File: config.mk
export PLATFORM = sky130hd
export DESIGN_NAME = psd_sqrt_cell
export DESIGN_NICKNAME = d
export VERILOG_FILES = /design/src/hdl/psd_pkg.sv /design/src/hdl/psd_sqrt_cell.sv
export SDC_FILE = /design/constraint.sdc
export NUM_CORES = 1
export LEC_CHECK = 0
export BUFFER_PORTS_ARGS = -buffer_cell sky130_fd_sc_hd__buf_4
export CAP_MARGIN = 30
export CORE_MARGIN = 2
export CORE_UTILIZATION = 47
export CTS_CLUSTER_SIZE = 12
export DETAILED_ROUTE_END_ITERATION = 12
export PLACE_DENSITY = 0.8
export SLEW_MARGIN = 20
export SYNTH_ARGS = -nofsm -noshare
export SYNTH_HDL_FRONTEND = slang
export SYNTH_SLANG_ARGS = --single-unit
export TNS_END_PERCENT = 30
File: constraint.sdc
create_clock -name clock -period 3.9 [get_ports clock]
set_input_delay 1.17 -clock clock [delete_from_list [all_inputs] [get_ports clock]]
set_output_delay 1.17 -clock clock [all_outputs]
set_load 0.01 [all_outputs]
File: src/hdl/psd_pkg.sv
package psd_pkg;

   // Control flags that travel with every item along the pipeline.
   typedef struct packed {
      logic valid;
      logic degenerate;
      logic t_one;
   } psd_ctrl_type;

endpackage

File: src/hdl/psd_sqrt_cell.sv
// One digit-by-digit square root step: produces one root bit per cell.
module psd_sqrt_cell #(
   parameter int RW     = 29,
   parameter int SIDE_W = 17
) (
   input  logic                  clock,
   input  logic                  reset,
   input  logic                  en,
   input  psd_pkg::psd_ctrl_type ctrl_in,
   input  logic [2*RW-1:0]       rad_in,
   input  logic [RW+1:0]         rem_in,
   input  logic [RW-1:0]         root_in,
   input  logic [SIDE_W-1:0]     side_in,
   output psd_pkg::psd_ctrl_type ctrl_out,
   output logic [2*RW-1:0]       rad_out,
   output logic [RW+1:0]         rem_out,
   output logic [RW-1:0]         root_out,
   output logic [SIDE_W-1:0]     side_out
);

   psd_pkg::psd_ctrl_type ctrl_ff;
   logic [2*RW-1:0]       rad_ff;
   logic [RW+1:0]         rem_ff, rem_in_n;
   logic [RW-1:0]         root_ff, root_in_n;
   logic [SIDE_W-1:0]     side_ff;
   logic [RW+3:0]         trial_rem;
   logic [RW+3:0]         trial;

   // Bring down the next two radicand bits and test the trial subtrahend.
   always_comb begin
      trial_rem = {rem_in, rad_in[2*RW-1 -: 2]};
      trial     = {2'b00, root_in, 2'b01};
      if (trial_rem >= trial) begin
         rem_in_n  = (RW+2)'(trial_rem - trial);
         root_in_n = {root_in[RW-2:0], 1'b1};
      end else begin
         rem_in_n  = trial_rem[RW+1:0];
         root_in_n = {root_in[RW-2:0], 1'b0};
      end
   end

   always_ff @(posedge clock) begin
      if (reset) begin
         ctrl_ff <= '0;
      end else if (en) begin
         ctrl_ff <= ctrl_in;
      end
   end

   always_ff @(posedge clock) begin
      if (en) begin
         rad_ff  <= {rad_in[2*RW-3:0], 2'b00};
         rem_ff  <= rem_in_n;
         root_ff <= root_in_n;
         side_ff <= side_in;
      end
   end

   assign ctrl_out = ctrl_ff;
   assign rad_out  = rad_ff;
   assign rem_out  = rem_ff;
   assign root_out = root_ff;
   assign side_out = side_ff;

endmodule

==> reports/results.ini <==
[layout]
syn_to_final_growth_pct = 48.5
final_area_mm2 = 0.00905
mostFrequentLayoutCells = buf_4, edfxtp_1, a21oi_1
fillers = 885
antenna_cells = 0
drive_above_1_share_pct = 42.9
layout_commonest_cell = buf_4
fin_nets = 928

[min_path]
hold_depth = 2
hp-start = ctrl_out[0]
hold_path.class = flop to flop
hold_end = ctrl_out[0]

[worst_setup_path]
required_ns = 4.06
crit_fanout = 4
rrSetupSlack_ns = 3.26
r2r_cells = 2
worstReg2RegEnd = ctrl_out[1]
critPathArrivalTime_ns = 3.68
path_cells = buf_4, ha_1, nor2b_4, o31a_1, o31a_1, a211oi_4, a31oi_2, a311oi_1, mux2i_1, o211ai_1
slowest_delay_ns = 0.49
critical_path.startpoint = rem_in[0]
crit_path_end_kind = flop
crit_path_top_delay_cell = a311oi_1
cpMostUsedCell = o31a_1
worstSetupPathType = input port to flop
startpoint_type = input port
rr_startpoint = ctrl_out[1]

[routing]
dr_total_vias = 4785
routedWlPerCell_um = 17.8
dr.pass1.iters = 4
avgViaCountPerCell = 5.09
ant_nets = 0
drt_iter0_markers = 331
routed_wl_um = 16700
drc = 0

[power_and_ir_drop]
vdd_drop_max_mv = 0.210
p_leak_nw = 3.98
p_per_area_mw_per_mm2 = 471
power.total_mw = 4.26

[timing]
final_max_slew_viol_count = 0
tightest_slew_ns = 0.624
fin_tns_setup_ns = 0
finalCritPeriodShare_pct = 90.3
setup_violations = 0
skew_ns = 0
max_freq_mhz = 284
rsz0062_at_grt = false
slew-limit-headroom_pct = 58.3
min_period_ns = 3.52
hold_violations = 0

[floorplanning]
fp.dieW_um = 118
io_pins = 279
die_area_mm2 = 0.0139
coreArea_mm2 = 0.0126
rows = 41
start_util_pct = 48.3
dieHeight_um = 118

[clock_network]
cts_resized = 0
clock-sinks = 136
cts.path.max_buffers = 2
cts_setup_buffers = 0
clk_latency_ns = 0.41
ctsHoldBuffers = 0
cts_tree = done
cts-root-buf = clkbuf_16
cts_buffers = 17
cts_htree_levels = 4
clkSlewWorstSetupHoldPaths_ns = 0.06

[place]
port_buffers = 276
postPlaceCellArea_mm2 = 0.00846
place_congestion = 0.830
place_hpwl_um = 12900

[global_route]
track_usage_pct = 24.3
antenna_found_initial = 0
grt_pass1_wl_um = 26200
globalRouteOverflowTotal = 0
grt_pass1_vias = 4905
grt_max_degree = 64

[logic_synthesis]
synth-edff-count = 133
synthFlopType = edfxtp_1
ys_seq_elements = 136
synth_top_area_share_pct = 65.5
synth_area_leaders = edfxtp_1, ha_1, a21oi_1, nor2_1, inv_1
synth_area_mm2 = 0.00609
synth_warnings = 0
yosysSeqAreaShare_pct = 66.5
netlist_instances = 458
yosysUniqueCellTypes = 54
yosys.area.top_type = edfxtp_1
async_reset_ff_share_pct = 0
avgSynthCellArea_um2 = 13.3

[run_status]
outcome = completed

[flow_run]
drv_cap = 0

==> report_power, final <==
part / total (mW) / switching [mW] / internal, mW / leakage [nW]
registers: 1.82 / 0.0446 / 1.78 / 1.33
clock network: 1.61 / 0.610 / 1.00 / 0.277
logic: 0.824 / 0.407 / 0.417 / 2.38
==> cells by family (layout without fill, tap and decap cells) <==
group | Yosys count | count (layout) | share of synthesized area [%]
buffers and inverters | 52 | 362 | 3.43
xor gates and xnor gates | 24 | 24 | 3.45
other | 1 | 2 | 0.0615
AOI/OAI and AO/OA | 112 | 112 | 11.8
muxes | 8 | 8 | 1.38
adders and majority gates | 31 | 31 | 6.36
and+or+nand+nor | 94 | 94 | 7.04
DFF | 136 | 136 | 66.5
==> worst max-delay path by stage <==
stage / end / slack [ns] / cells past startpoint
detailed placement: rem_out[12] / -0.03 / 11
CTS: rem_out[12] / 0.42 / 11
floorplan: rem_out[28] / 0.26 / 10
global placement: rem_out[28] / 0.07 / 10
finish: rem_out[30] / 0.38 / 10
global route: rem_out[6] / 0.27 / 11
==> through the flow <==
stage	util [%]	hold WS [ns]	std cells	setup WS (ns)
2_1_floorplan	-	0.528	459	0.257
3_3_place_gp	67.0	0.485	909	0.0740
3_5_place_dp	67.0	0.492	909	-0.0345
4_1_cts	71.7	0.509	941	0.420
5_1_grt	71.7	0.524	941	0.274
6_report	71.7	0.513	941	0.380
==> registers in the layout (all words and copies together), names as in the netlist <==
name,cells
rad_out,56
rem_out,31
root_out,29
side_out,17
ctrl_out,3
==> area by class of cell <==
type / instances / area, µm² / share of cell area, %
Clock buffer: 20 / 437 / 4.83
Clock inverter: 12 / 153 / 1.69
Inverter: 40 / 150 / 1.66
Multi-Input combinational cell: 271 / 1850 / 20.4
Sequential cell: 136 / 4050 / 44.8
Tap cell: 172 / 215 / 2.38
Timing Repair Buffer: 290 / 2190 / 24.2
==> layer usage <==
layer,vias up,global-route usage (%),part of all wire (%),wire [µm]
met3,35,8.14,7.0,1160
met4,0,10.3,2.6,437
met5,-,0,0,0
met1,2272,26.6,38,6360
met2,187,43.0,52,8770
li1,2291,-,-,-
==> worst max-delay path: cells and delay by family <==
kind | cells | cell delay (ns)
adder cells (fa/ha/maj) | 1 | 0.35
AO/OA/AOI/OAI | 6 | 1.62
multiplexers | 1 | 0.27
buffers and inverters | 1 | 0.11
AND/OR/NAND/NOR | 1 | 0.15
==> cells in the mapped netlist, types with 2 or more instances <==
cell type / count
a211o_1: 2
a21o_1: 5
a21oi_1: 49
a31oi_1: 4
and3_1: 3
buf_2: 5
buf_4: 2
clkbuf_1: 5
dfxtp_1: 3
edfxtp_1: 133
ha_1: 31
inv_1: 40
mux2_2: 2
mux2i_1: 5
nand2_1: 19
nand3_1: 5
nand4_1: 6
nor2_1: 43
nor2b_1: 3
nor3_1: 5
nor4_1: 4
o211ai_1: 3
o21a_1: 4
o21ai_0: 20
o21bai_1: 3
o221ai_1: 2
o31a_1: 2
o31ai_1: 2
xnor2_1: 13
xor2_1: 11
Note: power is estimated with default switching activity, not from simulation.
