==> src/hdl/psd_pkg.sv <==
package psd_pkg;

   // Control flags that travel with every item along the pipeline.
   typedef struct packed {
      logic valid;
      logic degenerate;
      logic t_one;
   } psd_ctrl_type;

endpackage

==> src/hdl/psd_div_cell.sv <==
// One restoring division step: produces one quotient bit per cell.
module psd_div_cell #(
   parameter int LW     = 50,
   parameter int QW     = 16,
   parameter int SIDE_W = 100
) (
   input  logic                 clock,
   input  logic                 reset,
   input  logic                 en,
   input  psd_pkg::psd_ctrl_type ctrl_in,
   input  logic [LW-1:0]        rem_in,
   input  logic [LW-1:0]        len_in,
   input  logic [QW-1:0]        quo_in,
   input  logic [SIDE_W-1:0]    side_in,
   output psd_pkg::psd_ctrl_type ctrl_out,
   output logic [LW-1:0]        rem_out,
   output logic [LW-1:0]        len_out,
   output logic [QW-1:0]        quo_out,
   output logic [SIDE_W-1:0]    side_out
);

   psd_pkg::psd_ctrl_type ctrl_ff;
   logic [LW-1:0]         rem_ff, rem_in_n, len_ff;
   logic [QW-1:0]         quo_ff, quo_in_n;
   logic [SIDE_W-1:0]     side_ff;
   logic [LW:0]           shifted;

   // Shift the partial remainder and subtract the divisor where it fits.
   always_comb begin
      shifted = {rem_in, 1'b0};
      if (shifted >= {1'b0, len_in}) begin
         rem_in_n = LW'(shifted - {1'b0, len_in});
         quo_in_n = {quo_in[QW-2:0], 1'b1};
      end else begin
         rem_in_n = shifted[LW-1:0];
         quo_in_n = {quo_in[QW-2:0], 1'b0};
      end
   end

   always_ff @(posedge clock) begin
      if (reset) begin
         ctrl_ff <= '0;
      end else if (en) begin
         ctrl_ff <= ctrl_in;
      end
   end

   always_ff @(posedge clock) begin
      if (en) begin
         rem_ff  <= rem_in_n;
         len_ff  <= len_in;
         quo_ff  <= quo_in_n;
         side_ff <= side_in;
      end
   end

   assign ctrl_out = ctrl_ff;
   assign rem_out  = rem_ff;
   assign len_out  = len_ff;
   assign quo_out  = quo_ff;
   assign side_out = side_ff;

endmodule

==> config.mk <==
export PLATFORM = sky130hd
export DESIGN_NAME = psd_div_cell
export DESIGN_NICKNAME = d
export VERILOG_FILES = /design/src/hdl/psd_pkg.sv /design/src/hdl/psd_div_cell.sv
export SDC_FILE = /design/constraint.sdc
export NUM_CORES = 1
export LEC_CHECK = 0
export ABC_AREA = 1
export BUFFER_PORTS_ARGS = -buffer_cell sky130_fd_sc_hd__buf_2
export CORE_ASPECT_RATIO = 0.6
export CORE_MARGIN = 5
export CORE_UTILIZATION = 45
export DETAILED_ROUTE_END_ITERATION = 6
export GPL_TIMING_DRIVEN = 0
export PLACE_DENSITY_LB_ADDON = 0.1
export SYNTH_ARGS = -nofsm -noshare
export SYNTH_HDL_FRONTEND = slang
export SYNTH_SLANG_ARGS = --single-unit
==> constraint.sdc <==
create_clock -name clock -period 2.35 [get_ports clock]
set_clock_uncertainty 0.15 [all_clocks]
set_input_delay 0.47 -clock clock [delete_from_list [all_inputs] [get_ports clock]]
set_output_delay 0.47 -clock clock [all_outputs]
set_load 0.01 [all_outputs]
==> run_results.csv <==
group,metric,value,unit
placed_design,port-buffer-count,439,
global_route,grtUsageTotal,27.3,%
detailed_routing,drtIter0Drc,907,
clocking,clock-sinks,219,
clocking,tritoncts,"done",
logic_synthesis,synth-seq-area-share,54.7,%
detailed_routing,routed-via-count,11409,
layout,layout-area-overhead-vs-synth,50.3,%
logic_synthesis,synthesis.yosys.warnings,0,
global_route,grt_antenna_before_repair,4,
logic_synthesis,ys.flop_type,"sky130_fd_sc_hd__edfxtp_1",
placed_design,worst_setup_slack_post_dpl,-0.933,ns
clocking,max-clock-path-buffers,3,
layout,mostFrequentLayoutCell,"sky130_fd_sc_hd__buf_2",
run_status,run_status,"complete, no violations",
setup_path,crit_chain,"buf_2, inv_1, ha_4, nand2_2, nor2_2, inv_2, nor2_4, nand2_2, inv_2, nand4_4, nand3_4, buf_12, clkbuf_16, o21ai_1",
global_route,grt_overflow_total,0,
sta,final_critical_path_setup_slack,0.0461,ns
detailed_routing,antenna_left,0,
sta,slew_worst_pin,0.713,ns
logic_synthesis,synthesis.area_per_instance,8.84,um2
die,initial_utilization,45.5,%
setup_path,worst_setup_path_end_kind,"flop",
logic_synthesis,number_of_nets_in_the_synthesized_netlist,1627,
sta,timing.final.crit_period,2.30,ns
layout,multi_input_comb_area,5110,um2
detailed_routing,routed_wl,44.2,mm
clocking,clock_tree.root_cell,"sky130_fd_sc_hd__clkbuf_16",
setup_path,r2r_cells,2,
pwr,pwr_density_cell,608,nW/um2
sta,relSlewSlack,52.4,%
setup_path,ff2ff_setup_slack,1.61,ns
layout,final-seq-area,6550,um2
die,die_height,136,um
logic_synthesis,yosys_register_bits,219,
layout,nNetsFinal,2265,
layout,leading_cell_types_in_the_layout_fill_and_taps_excluded,"440 x sky130_fd_sc_hd__buf_2, 417 x sky130_fd_sc_hd__nand2_1, 260 x sky130_fd_sc_hd__inv_1",
setup_path,worst-endpoint-required,2.45,ns
logic_synthesis,postSynthCellCount,1354,
clocking,clk-insertion-delay-late,0.50,ns
detailed_routing,detail_route.vias_per_cell,4.83,
setup_path,critical_path.slowest_cell,"sky130_fd_sc_hd__ha_4",
sta,max_freq,0.434,GHz
die,number_of_rows_in_the_core_area,46,
clocking,worst_setup_hold_path_clk_slew,0.07,ns
logic_synthesis,netlist-cell-type-count,38,
pwr,leakage,8.76,nW
detailed_routing,drc_errors,0,
die,dieArea,30100,um2
setup_path,r2r_end,"ctrl_out[1]",
die,core,26300,um2
global_route,grt_first_pass_wirelength,62.5,mm
global_route,grt_start_max_net_pins,133,
sta,slew_viol_final,0,
placed_design,gpl.final_weighted_congestion,0.957,
placed_design,detailedPlacementHpwl,32.6,mm
sta,hold_viol,0,
setup_path,arrival_time_of_the_worst_setup_path,2.40,ns
layout,fill_cells,2178,
layout,layout.core_utilization,68.4,%
die,die_width,221,um
detailed_routing,drt_pre_antenna_iters,5,
setup_path,critical_path.startpoint,"len_in[27]",
clocking,cts_made_buffers,21,
logic_synthesis,synth_enable_flop_cells,216,
sta,finalCritPeriodShare,98.0,%
logic_synthesis,synth_async_sr_flop_share,0,%
setup_path,regToRegStartpoint,"ctrl_out[1]",
clocking,h-tree-depth,1,
setup_path,cp_slowest_stage_delay,0.29,ns
setup_path,crit_path_end,"rem_out[25]",
min_path,holdCritPathClass,"input pin to flop",
sta,number_of_setup_violations_in_the_final_report,0,
setup_path,startpoint_type,"input pin",
layout,layout-drive-gt1-share,33.7,%
logic_synthesis,mappedNetlistArea,12000,um2
run,timing.max_cap.violations,0,
pwr,max-vdd-ir-drop,0.000441,V
setup_path,worst-setup-path-type,"input pin to flop",
detailed_routing,wl_per_cell,18.7,um
die,io-pin-count,441,
global_route,grt_pass1_vias,10978,
setup_path,worstPathMaxFanout,8,
[repair_timing]
| item | in CTS | in global routing |
|---|---|---|
| pin swaps | 8 | 30 |
| gates resized for setup | 39 | 103 |
| gates cloned | 0 | 4 |
| hold endpoints to repair | 154 | 0 |
| hold buffers | 152 | 0 |
| setup buffers | 6 | 16 |
| setup endpoints to repair | 51 | 50 |
[layout make-up]
class	count	share of cell area, %
Timing Repair Buffer	618	22.4
Tap cell	360	2.50
Inverter	291	6.07
Buffer	11	0.731
Clock buffer	30	3.22
Sequential cell	219	36.4
Multi-Input combinational cell	830	28.4
Antenna cell	2	0.0278
Clock inverter	2	0.188
[layer usage]
layer / track usage [%] / part of all wire, % / vias up
li1: - / - / 5580
met1: 39.8 / 44 / 5286
met2: 41.2 / 44 / 477
met3: 8.01 / 10 / 62
met4: 5.13 / 1.9 / 4
met5: 0 / 0.032 / -
[synth_stat cells (all sizes together) (8+ instances only)]
cell type  count  area (um2)
nand2        469        1780
inv          290        1090
edfxtp       216        6490
nor2          89         389
nand3         54         280
ha            50         626
nand4         34         228
a21oi         33         176
xor2          29         254
o21ai         28         140
nand3b        18         148
nor3          11        76.3
buf            8        81.3
[worst min path at each step]
stage	from	end	slack, ns	cells after the start
2_1_floorplan	ctrl_out[0]	ctrl_out[0]	0.33	2
3_3_place_gp	ctrl_out[1]	ctrl_out[1]	0.29	2
3_5_place_dp	ctrl_out[0]	ctrl_out[0]	0.30	2
4_1_cts	len_in[26]	len_out[26]	0.002	1
5_1_grt	len_in[32]	len_out[32]	0.01	1
6_report	len_in[31]	len_out[31]	0.02	1
[metrics by stage]
step | area (um2) | std cells | hold slack (ns) | TNS [ns] | power (mW)
finish | 18000 | 2363 | 0.0236 | 0 | 10.9
global route | 18000 | 2363 | 0.0109 | -0.258 | 11.5
CTS | 17300 | 2342 | 0.00196 | 0 | 10.7
detailed placement | 14900 | 2154 | 0.297 | -40.09 | 7.26
global placement | 14900 | 2153 | 0.294 | -519.24 | 7.25
floorplan | 12200 | 1354 | 0.327 | 0 | 6.20
[power breakdown]
group / internal [mW] / leakage, nW / switching (mW)
Combinational: 1.21 / 6.32 / 1.70
Sequential: 4.74 / 2.14 / 0.0959
Clock: 1.80 / 0.297 / 1.39
Total: 7.75 / 8.76 / 3.18
[registers in the layout, summed over array words and instances, names as in the netlist]
name	cells
len_out	50
quo_out	16
side_out	100
ctrl_out	3
rem_out	50
[worst max-delay path: cells and delay by family]
kind / cells / cell delay (ns)
fa+ha+maj: 1 / 0.29
simple gates: 6 / 0.84
compound gates: 1 / 0.06
buf+inv: 6 / 0.69
[cell families after synthesis]
logic type	Yosys count	synth area share, %
AO/OA/AOI/OAI	70	3.20
buffers and inverters	305	10.0
flip-flops	219	54.7
XOR/XNOR	29	2.12
adder cells (fa/ha/maj)	51	5.40
AND/OR/NAND/NOR	680	24.6
Power figures use the tool's default switching activity.
